==> src/single_wire_bus_master_defines.svh <==
`ifndef SINGLE_WIRE_BUS_MASTER_DEFINES_SVH
`define SINGLE_WIRE_BUS_MASTER_DEFINES_SVH
// concurrent check helpers
`define SWBM_ASSERT_IMP(lbl, clk, rst, a, c, msg) \
   lbl: assert property (@(posedge clk) disable iff (rst) (a) |-> (c)) else $error(msg);
`define SWBM_ASSERT_NXT(lbl, clk, rst, a, c, msg) \
   lbl: assert property (@(posedge clk) disable iff (rst) (a) |=> (c)) else $error(msg);
`endif

==> src/swbm_pkg.sv <==
package swbm_pkg;
   localparam logic [3:0] OP_TICK    = 4'd0;
   localparam logic [3:0] OP_RESET   = 4'd1;
   localparam logic [3:0] OP_START   = 4'd2;
   localparam logic [3:0] OP_ADDR    = 4'd3;
   localparam logic [3:0] OP_BYTE    = 4'd4;
   localparam logic [3:0] OP_READ    = 4'd5;
   localparam logic [3:0] OP_GETACK  = 4'd6;
   localparam logic [3:0] OP_SENDACK = 4'd7;
   localparam logic [3:0] OP_NACK    = 4'd8;

   localparam logic [2:0] T_BIT   = 3'd0;
   localparam logic [2:0] T_DRR   = 3'd1;
   localparam logic [2:0] T_HTSS  = 3'd2;
   localparam logic [2:0] T_LOW0  = 3'd3;
   localparam logic [2:0] T_LOW1  = 3'd4;
   localparam logic [2:0] T_RD    = 3'd5;
   localparam logic [2:0] T_RESET = 3'd6;
   localparam logic [2:0] T_RRT   = 3'd7;

   localparam logic [6:0] STUCK_LIMIT = 7'd100;

   typedef struct packed {
      logic [3:0] op;
      logic [7:0] tx_byte;
      logic       line;
   } item_type;

   function automatic logic [8:0] tim(input logic spd, input logic [2:0] k);
      logic [8:0] v;
      v = 9'd0;
      if (!spd) begin
         case (k)
            T_BIT:   v = 9'd70;
            T_DRR:   v = 9'd7;
            T_HTSS:  v = 9'd500;
            T_LOW0:  v = 9'd60;
            T_LOW1:  v = 9'd6;
            T_RD:    v = 9'd9;
            T_RESET: v = 9'd480;
            default: v = 9'd20;
         endcase
      end else begin
         case (k)
            T_BIT:   v = 9'd15;
            T_DRR:   v = 9'd1;
            T_HTSS:  v = 9'd150;
            T_LOW0:  v = 9'd8;
            T_LOW1:  v = 9'd1;
            T_RD:    v = 9'd1;
            T_RESET: v = 9'd96;
            default: v = 9'd8;
         endcase
      end
      return v;
   endfunction

   function automatic logic tx_bit(input logic [3:0] cmd, input logic [7:0] sh,
                                   input logic [3:0] bi);
      logic b;
      b = sh[3'd7 - bi[2:0]];
      if (cmd == OP_SENDACK) b = 1'b0;
      else if (cmd == OP_NACK) b = 1'b1;
      return b;
   endfunction
endpackage

==> src/swbm_req_if.sv <==
interface swbm_req_if;
   logic       valid;
   logic       ready;
   logic [3:0] operation;
   logic [7:0] tx_byte;
   logic       line_in;
   modport source (output valid, operation, tx_byte, line_in, input ready);
   modport sink (input valid, operation, tx_byte, line_in, output ready);
endinterface

==> src/swbm_rsp_if.sv <==
interface swbm_rsp_if;
   logic       valid;
   logic       ready;
   logic       drive_low;
   logic       busy_res;
   logic       done_res;
   logic       ack;
   logic [7:0] rx_byte;
   logic       stuck_error;
   modport source (output valid, drive_low, busy_res, done_res, ack, rx_byte, stuck_error,
                   input ready);
   modport sink (input valid, drive_low, busy_res, done_res, ack, rx_byte, stuck_error,
                 output ready);
endinterface

==> src/swbm_front.sv <==
module swbm_front (
   input  logic              clock,
   input  logic              reset,
   swbm_req_if.sink          req_if,
   output swbm_pkg::item_type item_out,
   output logic              item_valid,
   input  logic              item_ready
);
   swbm_pkg::item_type q_ff [2];
   swbm_pkg::item_type cls;
   logic [1:0] cnt_ff, cnt_in;
   logic       rd_ff, rd_in;
   logic       push, pop;

   // unknown codes run as plain ticks
   always_comb begin
      cls.op      = (req_if.operation >= swbm_pkg::OP_RESET &&
                     req_if.operation <= swbm_pkg::OP_NACK) ? req_if.operation
                                                            : swbm_pkg::OP_TICK;
      cls.tx_byte = req_if.tx_byte;
      cls.line    = req_if.line_in;
   end

   assign req_if.ready = (cnt_ff != 2'd2);
   assign push         = req_if.valid && req_if.ready;
   assign item_valid   = (cnt_ff != 2'd0);
   assign pop          = item_valid && item_ready;
   assign item_out     = q_ff[rd_ff];
   assign cnt_in       = cnt_ff + {1'b0, push} - {1'b0, pop};
   assign rd_in        = pop ? ~rd_ff : rd_ff;

   always_ff @(posedge clock) begin
      if (reset) begin
         cnt_ff <= 2'd0;
         rd_ff  <= 1'b0;
      end else begin
         cnt_ff <= cnt_in;
         rd_ff  <= rd_in;
      end
      if (push) q_ff[rd_ff ^ cnt_ff[0]] <= cls;
   end
endmodule

==> src/swbm_engine.sv <==
module swbm_engine (
   input  logic               clock,
   input  logic               reset,
   input  logic               csr_we,
   input  logic               csr_index,
   input  logic [3:0]         csr_wdata,
   input  swbm_pkg::item_type item_in,
   input  logic               item_valid,
   output logic               item_ready,
   swbm_rsp_if.source         rsp_if
);
   typedef enum logic [14:0] {
      PH_IDLE      = 15'b000000000000001,
      PH_RST_LOW   = 15'b000000000000010,
      PH_RST_REL   = 15'b000000000000100,
      PH_HTSS      = 15'b000000000001000,
      PH_TX_LOW    = 15'b000000000010000,
      PH_TX_REL    = 15'b000000000100000,
      PH_ACK_LOW   = 15'b000000001000000,
      PH_ACK_WAIT  = 15'b000000010000000,
      PH_ACK_SAMP  = 15'b000000100000000,
      PH_ACK_REST  = 15'b000001000000000,
      PH_RD_LOW    = 15'b000010000000000,
      PH_RD_WAIT   = 15'b000100000000000,
      PH_RD_POLL   = 15'b001000000000000,
      PH_RD_RRT    = 15'b010000000000000,
      PH_RD_STUCK  = 15'b100000000000000
   } phase_type;

   phase_type  phase_ff, phase_in;
   logic [3:0] cmd_ff, cmd_in;
   logic [8:0] tick_ff, tick_in;
   logic [3:0] bi_ff, bi_in;
   logic [7:0] sh_ff, sh_in;
   logic       sb_ff, sb_in, af_ff, af_in;
   logic [6:0] sc_ff, sc_in;
   logic       spd_ff, spd_in;
   logic [3:0] lrt_ff, lrt_in;
   logic       ov_ff, ov_in;
   logic       drv_in, busy_in, done_in, ack_in, stk_in;
   logic [7:0] rx_in;
   logic       drv_ff, busy_ff, done_ff, ack_ff, stk_ff;
   logic [7:0] rx_ff;
   logic       take, z, fin, txlow;
   logic signed [10:0] rem;

   assign item_ready = !ov_ff || rsp_if.ready;
   assign take       = item_valid && item_ready;

   always_comb begin
      phase_in = phase_ff; cmd_in = cmd_ff; tick_in = tick_ff; bi_in = bi_ff;
      sh_in = sh_ff; sb_in = sb_ff; af_in = af_ff; sc_in = sc_ff;
      drv_in = 1'b0; done_in = 1'b0; ack_in = 1'b0; rx_in = 8'd0; stk_in = 1'b0;
      fin = 1'b0; txlow = 1'b0; z = 1'b0;
      rem = 11'sd0;
      if (phase_in == PH_IDLE && item_in.op != swbm_pkg::OP_TICK) begin
         cmd_in = item_in.op; af_in = 1'b0; bi_in = 4'd0; sc_in = 7'd0;
         case (item_in.op)
            swbm_pkg::OP_RESET: begin
               phase_in = PH_RST_LOW; tick_in = swbm_pkg::tim(spd_ff, swbm_pkg::T_RESET);
            end
            swbm_pkg::OP_START: begin
               phase_in = PH_HTSS; tick_in = swbm_pkg::tim(spd_ff, swbm_pkg::T_HTSS);
            end
            swbm_pkg::OP_ADDR: begin
               sh_in = item_in.tx_byte;
               phase_in = PH_HTSS; tick_in = swbm_pkg::tim(spd_ff, swbm_pkg::T_HTSS);
            end
            swbm_pkg::OP_BYTE: begin
               sh_in = item_in.tx_byte; txlow = 1'b1;
            end
            swbm_pkg::OP_READ: begin
               sh_in = 8'd0;
               phase_in = PH_RD_LOW; tick_in = swbm_pkg::tim(spd_ff, swbm_pkg::T_RD);
            end
            swbm_pkg::OP_GETACK: begin
               phase_in = PH_ACK_LOW; tick_in = swbm_pkg::tim(spd_ff, swbm_pkg::T_DRR);
            end
            default: txlow = 1'b1;
         endcase
         if (txlow) begin
            sb_in = swbm_pkg::tx_bit(cmd_in, sh_in, bi_in);
            phase_in = PH_TX_LOW;
            tick_in = swbm_pkg::tim(spd_ff, sb_in ? swbm_pkg::T_LOW1 : swbm_pkg::T_LOW0);
         end
         txlow = 1'b0;
      end
      busy_in = (phase_in != PH_IDLE);
      if (tick_in != 9'd0) tick_in = tick_in - 9'd1;
      z = (tick_in == 9'd0);
      case (phase_in)
         PH_IDLE: ;
         PH_RST_LOW: begin
            drv_in = 1'b1;
            if (z) begin
               phase_in = PH_RST_REL; tick_in = swbm_pkg::tim(spd_ff, swbm_pkg::T_RRT);
            end
         end
         PH_RST_REL: if (z) begin
            phase_in = PH_ACK_LOW; tick_in = swbm_pkg::tim(spd_ff, swbm_pkg::T_DRR);
         end
         PH_HTSS: if (z) begin
            if (cmd_in == swbm_pkg::OP_START) fin = 1'b1;
            else begin
               bi_in = 4'd0; txlow = 1'b1;
            end
         end
         PH_TX_LOW: begin
            drv_in = 1'b1;
            if (z) begin
               phase_in = PH_TX_REL;
               tick_in = swbm_pkg::tim(spd_ff, swbm_pkg::T_BIT) -
                  swbm_pkg::tim(spd_ff, sb_in ? swbm_pkg::T_LOW1 : swbm_pkg::T_LOW0);
            end
         end
         PH_TX_REL: if (z) begin
            if (cmd_in == swbm_pkg::OP_SENDACK || cmd_in == swbm_pkg::OP_NACK) fin = 1'b1;
            else begin
               bi_in = bi_in + 4'd1;
               if (bi_in >= 4'd8) begin
                  if (cmd_in == swbm_pkg::OP_ADDR) begin
                     phase_in = PH_ACK_LOW;
                     tick_in = swbm_pkg::tim(spd_ff, swbm_pkg::T_DRR);
                  end else fin = 1'b1;
               end else txlow = 1'b1;
            end
         end
         PH_ACK_LOW: begin
            drv_in = 1'b1;
            if (z) begin
               if (lrt_ff == 4'd0) begin
                  phase_in = PH_ACK_SAMP; tick_in = 9'd1;
               end else begin
                  phase_in = PH_ACK_WAIT; tick_in = {5'd0, lrt_ff};
               end
            end
         end
         PH_ACK_WAIT: if (z) begin
            phase_in = PH_ACK_SAMP; tick_in = 9'd1;
         end
         PH_ACK_SAMP: begin
            rem = $signed({2'b00, swbm_pkg::tim(spd_ff, swbm_pkg::T_BIT)}) -
                  $signed({2'b00, swbm_pkg::tim(spd_ff, swbm_pkg::T_DRR)}) -
                  $signed({7'd0, lrt_ff}) - 11'sd1;
            af_in = !item_in.line;
            if (rem > 11'sd0) begin
               phase_in = PH_ACK_REST; tick_in = rem[8:0];
            end else fin = 1'b1;
         end
         PH_ACK_REST: if (z) fin = 1'b1;
         PH_RD_LOW: begin
            drv_in = 1'b1;
            if (z) begin
               if (lrt_ff == 4'd0) begin
                  phase_in = PH_RD_POLL; tick_in = 9'd1;
               end else begin
                  phase_in = PH_RD_WAIT; tick_in = {5'd0, lrt_ff};
               end
            end
         end
         PH_RD_WAIT: if (z) begin
            phase_in = PH_RD_POLL; tick_in = 9'd1;
         end
         PH_RD_POLL: begin
            if (sc_in == 7'd0) sb_in = item_in.line;
            if (item_in.line) begin
               sh_in[3'd7 - bi_in[2:0]] = sh_in[3'd7 - bi_in[2:0]] | sb_in;
               phase_in = PH_RD_RRT; tick_in = swbm_pkg::tim(spd_ff, swbm_pkg::T_RRT);
            end else begin
               sc_in = sc_in + 7'd1;
               if (sc_in >= swbm_pkg::STUCK_LIMIT) begin
                  phase_in = PH_RD_STUCK; tick_in = swbm_pkg::tim(spd_ff, swbm_pkg::T_RRT);
               end
            end
         end
         PH_RD_RRT: if (z) begin
            bi_in = bi_in + 4'd1;
            if (bi_in >= 4'd8) fin = 1'b1;
            else begin
               sc_in = 7'd0;
               phase_in = PH_RD_LOW; tick_in = swbm_pkg::tim(spd_ff, swbm_pkg::T_RD);
            end
         end
         PH_RD_STUCK: if (z) begin
            fin = 1'b1; stk_in = 1'b1;
         end
         default: fin = 1'b1;
      endcase
      if (txlow) begin
         sb_in = swbm_pkg::tx_bit(cmd_in, sh_in, bi_in);
         phase_in = PH_TX_LOW;
         tick_in = swbm_pkg::tim(spd_ff, sb_in ? swbm_pkg::T_LOW1 : swbm_pkg::T_LOW0);
      end
      if (fin) begin
         done_in = 1'b1;
         if (cmd_in == swbm_pkg::OP_RESET || cmd_in == swbm_pkg::OP_ADDR ||
             cmd_in == swbm_pkg::OP_GETACK) ack_in = af_in;
         if (cmd_in == swbm_pkg::OP_READ) rx_in = sh_in;
         else stk_in = 1'b0;
         phase_in = PH_IDLE; tick_in = 9'd0;
      end
   end

   assign ov_in  = take ? 1'b1 : (rsp_if.ready ? 1'b0 : ov_ff);
   assign spd_in = (csr_we && csr_index == 1'b0) ? csr_wdata[0] : spd_ff;
   assign lrt_in = (csr_we && csr_index == 1'b1) ? csr_wdata : lrt_ff;

   always_ff @(posedge clock) begin
      if (reset) begin
         phase_ff <= PH_IDLE; cmd_ff <= 4'd0; tick_ff <= 9'd0; bi_ff <= 4'd0;
         sh_ff <= 8'd0; sb_ff <= 1'b0; af_ff <= 1'b0; sc_ff <= 7'd0;
         spd_ff <= 1'b1; lrt_ff <= 4'd2; ov_ff <= 1'b0;
      end else begin
         spd_ff <= spd_in; lrt_ff <= lrt_in; ov_ff <= ov_in;
         if (take) begin
            phase_ff <= phase_in; cmd_ff <= cmd_in; tick_ff <= tick_in; bi_ff <= bi_in;
            sh_ff <= sh_in; sb_ff <= sb_in; af_ff <= af_in; sc_ff <= sc_in;
         end
      end
      if (take) begin
         drv_ff <= drv_in; busy_ff <= busy_in; done_ff <= done_in;
         ack_ff <= ack_in; rx_ff <= rx_in; stk_ff <= stk_in;
      end
   end

   assign rsp_if.valid       = ov_ff;
   assign rsp_if.drive_low   = drv_ff;
   assign rsp_if.busy_res    = busy_ff;
   assign rsp_if.done_res    = done_ff;
   assign rsp_if.ack         = ack_ff;
   assign rsp_if.rx_byte     = rx_ff;
   assign rsp_if.stuck_error = stk_ff;
endmodule

==> src/single_wire_bus_master.sv <==
// channel   dir  payload                                          handshake
// req_if    in   operation, tx_byte, line_in                       valid/ready
// rsp_if    out  drive_low, busy_res, done_res, ack, rx_byte,      valid/ready
//                stuck_error
// csr       in   csr_we, csr_index, csr_wdata                      write only
// one tick transfer in and one result transfer out per cycle, sustained while rsp_if is ready
// a tick is registered in the queue and then in the engine result registers before it is offered
// at full rate the input takes one more transfer after the output stalls, then waits
// reset is synchronous; it empties the queue, idles the sequencer and sets timing to fast, return 2
`include "single_wire_bus_master_defines.svh"
module single_wire_bus_master (
   input  logic      clock,
   input  logic      reset,
   swbm_req_if.sink  req_if,
   swbm_rsp_if.source rsp_if,
   input  logic      csr_we,
   input  logic      csr_index,
   input  logic [3:0] csr_wdata
);
   swbm_pkg::item_type item;
   logic item_valid, item_ready;

   swbm_front u_front (
      .clock(clock), .reset(reset), .req_if(req_if),
      .item_out(item), .item_valid(item_valid), .item_ready(item_ready)
   );

   swbm_engine u_engine (
      .clock(clock), .reset(reset), .csr_we(csr_we), .csr_index(csr_index),
      .csr_wdata(csr_wdata), .item_in(item), .item_valid(item_valid),
      .item_ready(item_ready), .rsp_if(rsp_if)
   );

   `SWBM_ASSERT_IMP(a_done_busy, clock, reset, rsp_if.valid && rsp_if.done_res, rsp_if.busy_res, "done without busy")
   `SWBM_ASSERT_IMP(a_ack_done, clock, reset, rsp_if.valid && (rsp_if.ack || rsp_if.stuck_error), rsp_if.done_res, "ack or stuck outside done")
   `SWBM_ASSERT_IMP(a_drive_busy, clock, reset, rsp_if.valid && rsp_if.drive_low, rsp_if.busy_res && !rsp_if.done_res, "drive while idle or on done")
endmodule

==> src/flat_wrapper.sv <==
// flat-port wrapper written by rule: the top's interface ports become plain ports
module single_wire_bus_master_flat 
  (clock, reset, csr_we, csr_index, csr_wdata, req_if_valid, req_if_operation, req_if_tx_byte, req_if_line_in, req_if_ready, rsp_if_valid, rsp_if_drive_low, rsp_if_busy_res, rsp_if_done_res, rsp_if_ack, rsp_if_rx_byte, rsp_if_stuck_error, rsp_if_ready);
  swbm_req_if req_if_i ();
  swbm_rsp_if rsp_if_i ();
  input  logic clock;
  input  logic reset;
  input  logic csr_we;
  input  logic csr_index;
  input  logic [3:0] csr_wdata;
  input wire logic [$bits(req_if_i.valid)-1:0] req_if_valid;
  input wire logic [$bits(req_if_i.operation)-1:0] req_if_operation;
  input wire logic [$bits(req_if_i.tx_byte)-1:0] req_if_tx_byte;
  input wire logic [$bits(req_if_i.line_in)-1:0] req_if_line_in;
  output wire logic [$bits(req_if_i.ready)-1:0] req_if_ready;
  output wire logic [$bits(rsp_if_i.valid)-1:0] rsp_if_valid;
  output wire logic [$bits(rsp_if_i.drive_low)-1:0] rsp_if_drive_low;
  output wire logic [$bits(rsp_if_i.busy_res)-1:0] rsp_if_busy_res;
  output wire logic [$bits(rsp_if_i.done_res)-1:0] rsp_if_done_res;
  output wire logic [$bits(rsp_if_i.ack)-1:0] rsp_if_ack;
  output wire logic [$bits(rsp_if_i.rx_byte)-1:0] rsp_if_rx_byte;
  output wire logic [$bits(rsp_if_i.stuck_error)-1:0] rsp_if_stuck_error;
  input wire logic [$bits(rsp_if_i.ready)-1:0] rsp_if_ready;
  assign req_if_i.valid = req_if_valid;
  assign req_if_i.operation = req_if_operation;
  assign req_if_i.tx_byte = req_if_tx_byte;
  assign req_if_i.line_in = req_if_line_in;
  assign req_if_ready = req_if_i.ready;
  assign rsp_if_valid = rsp_if_i.valid;
  assign rsp_if_drive_low = rsp_if_i.drive_low;
  assign rsp_if_busy_res = rsp_if_i.busy_res;
  assign rsp_if_done_res = rsp_if_i.done_res;
  assign rsp_if_ack = rsp_if_i.ack;
  assign rsp_if_rx_byte = rsp_if_i.rx_byte;
  assign rsp_if_stuck_error = rsp_if_i.stuck_error;
  assign rsp_if_i.ready = rsp_if_ready;
  single_wire_bus_master u_core (.clock(clock), .reset(reset), .req_if(req_if_i), .rsp_if(rsp_if_i), .csr_we(csr_we), .csr_index(csr_index), .csr_wdata(csr_wdata));
endmodule
==> config.mk <==
export PLATFORM = sky130hd
export DESIGN_NAME = single_wire_bus_master_flat
export DESIGN_NICKNAME = d
export VERILOG_FILES = /design/src/swbm_pkg.sv /design/src/swbm_req_if.sv /design/src/swbm_rsp_if.sv /design/src/swbm_front.sv /design/src/swbm_engine.sv /design/src/single_wire_bus_master.sv /design/src/flat_wrapper.sv
export VERILOG_INCLUDE_DIRS = /design/src /design/src/src
export SDC_FILE = /design/constraint.sdc
export NUM_CORES = 1
export LEC_CHECK = 0
export ABC_AREA = 0
export BUFFER_PORTS_ARGS = -buffer_cell sky130_fd_sc_hd__buf_2
export CORE_ASPECT_RATIO = 1.4
export CORE_MARGIN = 2
export CORE_UTILIZATION = 35
export CTS_CLUSTER_SIZE = 14
export DETAILED_ROUTE_END_ITERATION = 8
export RECOVER_POWER = 50
export SKIP_CTS_REPAIR_TIMING = 1
export SLEW_MARGIN = 10
export SYNTH_ARGS = -nofsm -noshare
export SYNTH_HDL_FRONTEND = slang
export SYNTH_SLANG_ARGS = --single-unit
==> constraint.sdc <==
create_clock -name clock -period 14.76 [get_ports clock]
set_input_delay 0.738 -clock clock [delete_from_list [all_inputs] [get_ports clock]]
set_output_delay 0.738 -clock clock [all_outputs]
set_load 0.05 [all_outputs]
# Word level (Yosys, flattened, before mapping)

Memory sizes are Yosys's and may differ from the RTL's. A register that Yosys moved wholly into a read port is not among the register bits.
Index checks and enable logic that the tools add are counted.

$lt $le $gt $ge: 8
Bitwise operators: 4
$add $sub $neg: 11
Shift-type cells: 0
Equal/unequal tests: 51
Multiply operators: 0
Div/mod/pow operators: 0
Reduce and logical (&&, ||, !) cells: 36
Muxes and demuxes: 140

Operators by type and width:

| operator                                               | count |
|---|---|
| two-way mux 15 bit                                     | 20 |
| two-way mux 9 bit                                      | 31 |
| one-hot mux 9 bit (7 select lines)                     | 3 |
| one-hot mux 15 bit (11 select lines)                   | 1 |
| one-hot mux 8 bit (4 select lines)                     | 3 |
| one-hot mux 9 bit (9 select lines)                     | 1 |
| one-hot mux 15 bit (4 select lines)                    | 1 |
| two-way mux 1 bit                                      | 46 |
| two-way mux 4 bit                                      | 10 |
| one-hot mux 9 bit (4 select lines)                     | 1 |
| two-way mux 7 bit                                      | 5 |
| equality test 15 x 1 -> 1 bit (second input constant)  | 2 |
| equality test 4 x 3 -> 1 bit (second input constant)   | 7 |
| equality test 3 bit (second input constant)            | 9 |
| two-way mux 8 bit                                      | 3 |
| equality test 3 x 2 -> 1 bit (second input constant)   | 6 |
| equality test 4 x 2 -> 1 bit (second input constant)   | 4 |
| one-hot mux 8 bit (2 select lines)                     | 1 |
| equality test 15 x 10 -> 1 bit (second input constant) | 1 |
| equality test 15 x 11 -> 1 bit (second input constant) | 1 |
| equality test 15 x 12 -> 1 bit (second input constant) | 1 |
| equality test 15 x 13 -> 1 bit (second input constant) | 1 |
| equality test 15 x 14 -> 1 bit (second input constant) | 1 |
| equality test 15 bit (second input constant)           | 1 |
| 59 further kinds                                       | 90 |

Memories kept: 1
ROM bits: 0
Bits in latches: 0
Output and inout bits: 15
Flip-flop bits (word level): 71
Bits in writable memories: 26

Memories:

| memory              | words | bits a word | read ports | clocked after Yosys merged registers in | write ports | line            | RTL |
|---|---|---|---|---|---|---|---|
| u_core.u_front.q_ff | 2     | 13          | 1          | 1                                       | 1           | swbm_front.sv:9 | `swbm_pkg::item_type q_ff [2];` |

# Depth between registers and ports, before layout

Gate-level depths: netlist of run 1.

Word-level depth: 32
Gate-level depth with buffers: 23
Mapped depth without buffers: 19

# Cells and area by module

Synthesis of run 1 repeated with hierarchy kept, for this count alone.

Cell total of the unflattened synthesis: 973
Area total of the unflattened synthesis: 7587.3 µm²

Modules (own cells, without submodules):

| module      | instances | area an instance (µm²) | cells each | seq. area each (µm²) |
|---|---|---|---|---|
| swbm_engine | 1         | 6386.1                 | 904        | 1491.4 |
| swbm_front  | 1         | 1201.2                 | 69         | 860.8 |

# Worst setup path before layout of run 1

Ideal clock, no wire load.

Kind: register to register
Start: memory u_core.u_front.q_ff[0][12] in the netlist's numbering
End: register u_core.u_engine.tick_ff[0]
Stages on the path, launching flop included: 17
Buffers on the path: 0
Required time: 14685 ps
Library setup time: 75 ps
Setup slack: 9973 ps
Data arrival time: 4712 ps
Cells stage by stage: edfxtp_1 or4b_2 nand2_1 o31a_1 a21boi_0 a311o_1 inv_1 ha_1 o211ai_4 or4_4 a211o_4 or3_4 a22oi_2 or4_1 nand3b_1 or4_1 o22ai_1

RTL lines:

| element                | line               | RTL |
|---|---|---|
| start: declaration     | swbm_front.sv:9    |  |
| end signal: assignment | swbm_engine.sv:216 | `phase_ff <= phase_in; cmd_ff <= cmd_in; tick_ff <= tick_in; bi_ff <= bi_in;` |
| end: declaration       | swbm_engine.sv:32  | `logic [8:0] tick_ff, tick_in;` |

==> flow_summary.yaml, run 1 <==
run_status:
  status: "complete, but fails checks"
  violations: "max-capacitance violations, max-slew violations"
routing:
  wl_um: 30400
  routed_via_density: 6.44
  firstDrtPassIters: 8
  ant_nets: 0
  vias: 8317
  first_iter_violations: 938
  wl_per_cell_um: 23.5
  drc: 0
worst_hold_path:
  min_path_type: "flop to flop"
  worst_hold_startpoint: "u_core.u_engine.sh_ff[5]$_SDFFE_PP0P_"
  whs_path_depth: 2
logic_synthesis:
  yosysTopAreaCellShare_pct: 15.0
  synthTopCellsByCount: "nor2_1, nand2_1, a21oi_1"
  synth_most_common_cell: "nor2_1"
  synthTopCellsByArea: "dfxtp_1, edfxtp_1, nor2_1, a21oi_1, nand2_1"
  synthCells: 979
  ys.warnings.count: 0
  ys_ff_latch: 98
  yosys.area.top_type: "dfxtp_1"
  postSynth.asyncResetShare_pct: 0
  yosysUniqueCellTypes: 110
  synthFlopType: "dfxtp_1"
  ys_seq_area_share_pct: 29.9
  synth_edf_count: 39
  synth_area_um2: 7870
  synth_fp_nets: 1016
  syn_area_per_cell_um2: 8.04
placed_design:
  io_buffers: 37
  place_hpwl_um: 22800
  gp_congestion: 1.04
grt:
  grt_pass1_wl_um: 47100
  antenna_found_initial: 1
  grt_pass1_vias: 8094
  overflow: 0
  grt_max_degree: 59
  grt_use_total_pct: 26.2
clock_tree:
  tritoncts: "built"
  clk_pin_slew_worst_paths_ps: 70
  ctsRootBufferMaster: "clkbuf_16"
  numCtsBuffers: 9
  cts.path.max_buffers: 2
  cts_sinks: 98
  clock_latency_ps: 370
  htreeDepth: 3
sta:
  max_slew_margin_pct: -92.2
  max_freq_mhz: 149
  rsz0062_at_grt: "no"
  min_period_ps: 6700
  slew_violations: 145
  finalClockSkew_ps: 10.3
  tightest_slew_ps: 2880
  finalSetupViolations: 0
  final-hold-violation-count: 0
  final.period_utilization_pct: 45.4
  fin_setup_tns_ps: 0
setup_path:
  critPathRequiredTime_ps: 15020
  critPathMaxFanout: 22
  cp_data_arrival_time_ps: 6960
  worstSetupEndpoint: "u_core.u_engine.tick_ff[6]$_SDFFE_PP0P_"
  rr_endpoint: "u_core.u_engine.tick_ff[6]$_SDFFE_PP0P_"
  r2r_slack_ps: 8060
  critPathKind: "flop to flop"
  cp-end-kind: "flop"
  start_kind: "flop"
  ff2ff_path_depth: 18
die:
  start_util_pct: 35.9
  core_area_um2: 21900
  rows: 64
  dieWidth_um: 131
  die-area_um2: 23700
  pin_count: 38
  die_y_um: 181
layout:
  n_antenna_cell: 0
  finish.utilization_pct: 39.0
  areaGrowthSynthToFinish_pct: 8.78
  drive_gt1_share_pct: 11.3
  fill_cells: 2336
  nets: 1027
flow_run:
  maxCapViolCount: 3
[through the flow]
stage | worst slack (ps) | instance area, um^2 | std cells | hold WS, ps
6_report | 8060 | 8560 | 1292 | 476
5_1_grt | 7680 | 8560 | 1292 | 499
4_1_cts | 8280 | 8590 | 1292 | 475
3_5_place_dp | 8300 | 8290 | 1276 | 456
3_3_place_gp | 8510 | 8290 | 1276 | 456
2_1_floorplan | 9970 | 7870 | 979 | 437
[how the worst min path moves through the flow]
stage and endpoint:
2_1_floorplan u_core.u_engine.sh_ff[5]$_SDFFE_PP0P_, 3_3_place_gp u_core.u_engine.sh_ff[5]$_SDFFE_PP0P_, 3_5_place_dp u_core.u_engine.sh_ff[5]$_SDFFE_PP0P_, 4_1_cts u_core.u_engine.sh_ff[5]$_SDFFE_PP0P_
5_1_grt u_core.u_engine.cmd_ff[1]$_SDFFE_PP0P_, 6_report u_core.u_engine.sh_ff[5]$_SDFFE_PP0P_
[critical path, stage by stage (launching register included)]
cell       delay [ps]
dfxtp_1           660
buf_4             360
nor3b_1           450
a2bb2oi_2         520
or3_1             780
and2_1            230
a311o_1           150
inv_1              80
ha_1              240
inv_1             120
nor2_1             70
a31oi_1           570
a211oi_2          200
nand2_2           430
o211ai_1          310
nor2_1            780
and2_1            300
nand3_1           140
a31oi_1           190
[area by class of cell]
type / instances / area, um^2 / share of cell area [%]
well taps: 297 / 372 / 4.34
clock inverters: 7 / 82.6 / 0.965
clock buffers: 9 / 225 / 2.63
repair buffers: 52 / 263 / 3.07
inverters: 19 / 71.3 / 0.833
multi-input cells: 810 / 5190 / 60.7
flip-flops and latches: 98 / 2350 / 27.5
[routing by layer]
metal / track usage [%] / part of all wire (%) / vias up
met1: 30.0 / 37 / 3952
li1: - / - / 3781
met5: 0 / 0.11 / -
met4: 19.1 / 8.1 / 2
met3: 4.33 / 6.8 / 143
met2: 43.4 / 49 / 439
[layout by cell type (no fill, tap or decap), types with 12 or more instances in the layout]
cell      synthesis  routed
a211oi_1         17      17
a21oi_1          83      83
a22oi_1          12      12
a31oi_1          15      15
and3_1           15      15
buf_2            10      18
buf_4             1      12
clkbuf_1         32      22
dfxtp_1          59      59
edfxtp_1         39      39
ha_1             14      14
inv_1            18      18
mux2_2           13      13
mux2i_1          14      14
nand2_1          86      86
nand2b_1         12      12
nand3_1          36      36
nand4_1          21      21
nor2_1          112     112
nor2b_1          13      13
nor3_1           41      41
nor4_1           12      12
o21ai_0          58      58
or3_1            14      14
xnor2_1          12      12
[kinds of logic (layout without fill, tap and decap cells)]
logic type	Yosys count	in the layout	share of synthesized area (%)
DFF	98	98	29.9
adders and majority gates	14	14	2.23
muxes	30	30	4.28
AOI/OAI and AO/OA	311	311	27.8
xor gates and xnor gates	15	15	1.67
and+or+nand+nor	440	440	29.9
buffers and inverters	71	87	4.25
[sequential cells by signal, summed over array words and instances, names as in the netlist, 2 cells and up, named ones only]
name	cells
u_core.u_engine.phase_ff	15
u_core.u_engine.sh_ff	8
u_core.u_front.q_ff	26
u_core.u_engine.sc_ff	7
u_core.u_engine.rsp_if.rx_byte	8
u_core.u_engine.lrt_ff	4
u_core.u_front.cnt_ff	2
u_core.u_engine.tick_ff	9
u_core.u_engine.bi_ff	4
u_core.u_engine.cmd_ff	4
Power of run 1 is left out: the tool's default activity adds up to more than one toggle a clock period on the data nets, which glitch-free logic cannot reach.
==> run 2: changes to the inputs <==
- clock period: 14.76 -> 6.3 ns (I/O delays scaled with it)
==> flow_summary.yaml, run 2 (same netlist as run 1, synthesis figures left out) <==
grt:
  grt_pass1_wl_um: 50200
  grt_pass1_vias: 8193
  grt_use_total_pct: 28.3
  antenna_found_initial: 1
  overflow: 0
  grt_max_degree: 59
clock_tree:
  clk_pin_slew_worst_paths_ps: 70
  numCtsBuffers: 9
  cts.path.max_buffers: 2
  ctsRootBufferMaster: "clkbuf_16"
  htreeDepth: 3
  clock_latency_ps: 360
  cts_sinks: 98
  tritoncts: "built"
sta:
  finalClockSkew_ps: 10.5
  setup_ws_ps: 422
  max_freq_mhz: 170
  tightest_slew_ps: 2200
  final-hold-violation-count: 0
  finalSetupViolations: 0
  slew_violations: 43
  final.period_utilization_pct: 93.3
  rsz0062_at_grt: "no"
  min_period_ps: 5880
  fin_setup_tns_ps: 0
  max_slew_margin_pct: -46.5
setup_path:
  crit_path_top_delay_cell: "nor3_1"
  r2r-start: "u_core.u_engine.phase_ff[11]$_SDFFE_PP0P_"
  critPathRequiredTime_ps: 6530
  cp_top_family: "simple AND/OR/NAND/NOR gates"
  slowest_delay_ps: 820
  cp-end-kind: "flop"
  crit_start: "u_core.u_engine.phase_ff[11]$_SDFFE_PP0P_"
  cp_data_arrival_time_ps: 6100
  critPathMaxFanout: 14
  start_kind: "flop"
  critPathKind: "flop to flop"
  crit_buf_inv: 2
  path_cells: "nor3_1 > nand4_1 > or3_1 > and2_1 > a311o_1 > inv_1 > ha_1 > o211ai_4 > or4_4 > a211o_4 > buf_4 > o31ai_1 > nand3_1 > a21o_1 > a211o_1 > a22oi_1 > nor2_1"
routing:
  wl_um: 32900
  first_iter_violations: 832
  vias: 8408
  firstDrtPassIters: 6
  drc: 0
  wl_per_cell_um: 24.9
  ant_nets: 0
  routed_via_density: 6.38
die:
  die-area_um2: 23700
  pin_count: 38
  dieWidth_um: 131
  core_area_um2: 21900
  die_y_um: 181
  start_util_pct: 35.9
  rows: 64
run_status:
  violations: "max-capacitance violations, max-slew violations"
  status: "complete, but fails checks"
placed_design:
  dp_slack_ps: 589
  place_hpwl_um: 25400
  gp_congestion: 1.06
  io_buffers: 37
layout:
  final-seq-area_um2: 2350
  n_antenna_cell: 0
  drive_gt1_share_pct: 13.6
  layout_commonest_cell: "nor2_1"
  areaGrowthSynthToFinish_pct: 11.5
  nets: 1053
  largest_reg_flops: 26
  multi_input_area_um2: 5200
  final_cell_mix: "nor2_1, nand2_1, a21oi_1"
  fill_cells: 2303
flow_run:
  maxCapViolCount: 1
worst_hold_path:
  min_path_type: "input pin to flop"
  worst_hold_startpoint: "req_if_tx_byte[6]"
run 2: cell count changes in the layout (fill, tap and decap cells not counted), sizes merged:
cell / previous run / this run
clkinvlp: 2 / 1
inv: 21 / 19
clkinv: 2 / 3
bufinv: 1 / 2
buf: 30 / 58
clkbuf: 31 / 30
run 2: final timing paths:
kind	end	slack, ps	cells after the start
worst max-delay path	u_core.u_engine.tick_ff[2]$_SDFFE_PP0P_	420	17
worst min-delay path	u_core.u_front.q_ff[1][7]$_DFFE_PP_	140	1
worst max register to register	u_core.u_engine.tick_ff[2]$_SDFFE_PP0P_	420	17
worst min register to register	u_core.u_engine.sh_ff[5]$_SDFFE_PP0P_	460	2
run 2: layout make-up:
class                   count  area share, %
multi-input cells         810           59.3
flip-flops and latches     98           26.8
repair buffers             78           5.25
well taps                 297           4.23
clock buffers              10           2.61
clock inverters             6           1.03
inverters                  19          0.813
run 2: stage by stage:
step | cell area, um^2 | util, % | cells | hold slack [ps]
floorplan | 7870 | - | 979 | 414
global placement | 8480 | 38.7 | 1302 | 443
detailed placement | 8480 | 38.7 | 1302 | 454
CTS | 8800 | 40.1 | 1318 | 129
global route | 8770 | 40.0 | 1318 | 131
finish | 8770 | 40.0 | 1318 | 141
run 2: layer usage:
layer  up-vias  track usage, %  part of all wire, %
met1      4005            31.4                   36
li1       3842               -                    -
met3       144            4.27                  5.6
met5         -               0                    0
met4         0            20.0                  8.2
met2       417            48.6                   50
Power of run 2 is left out for the same reason.
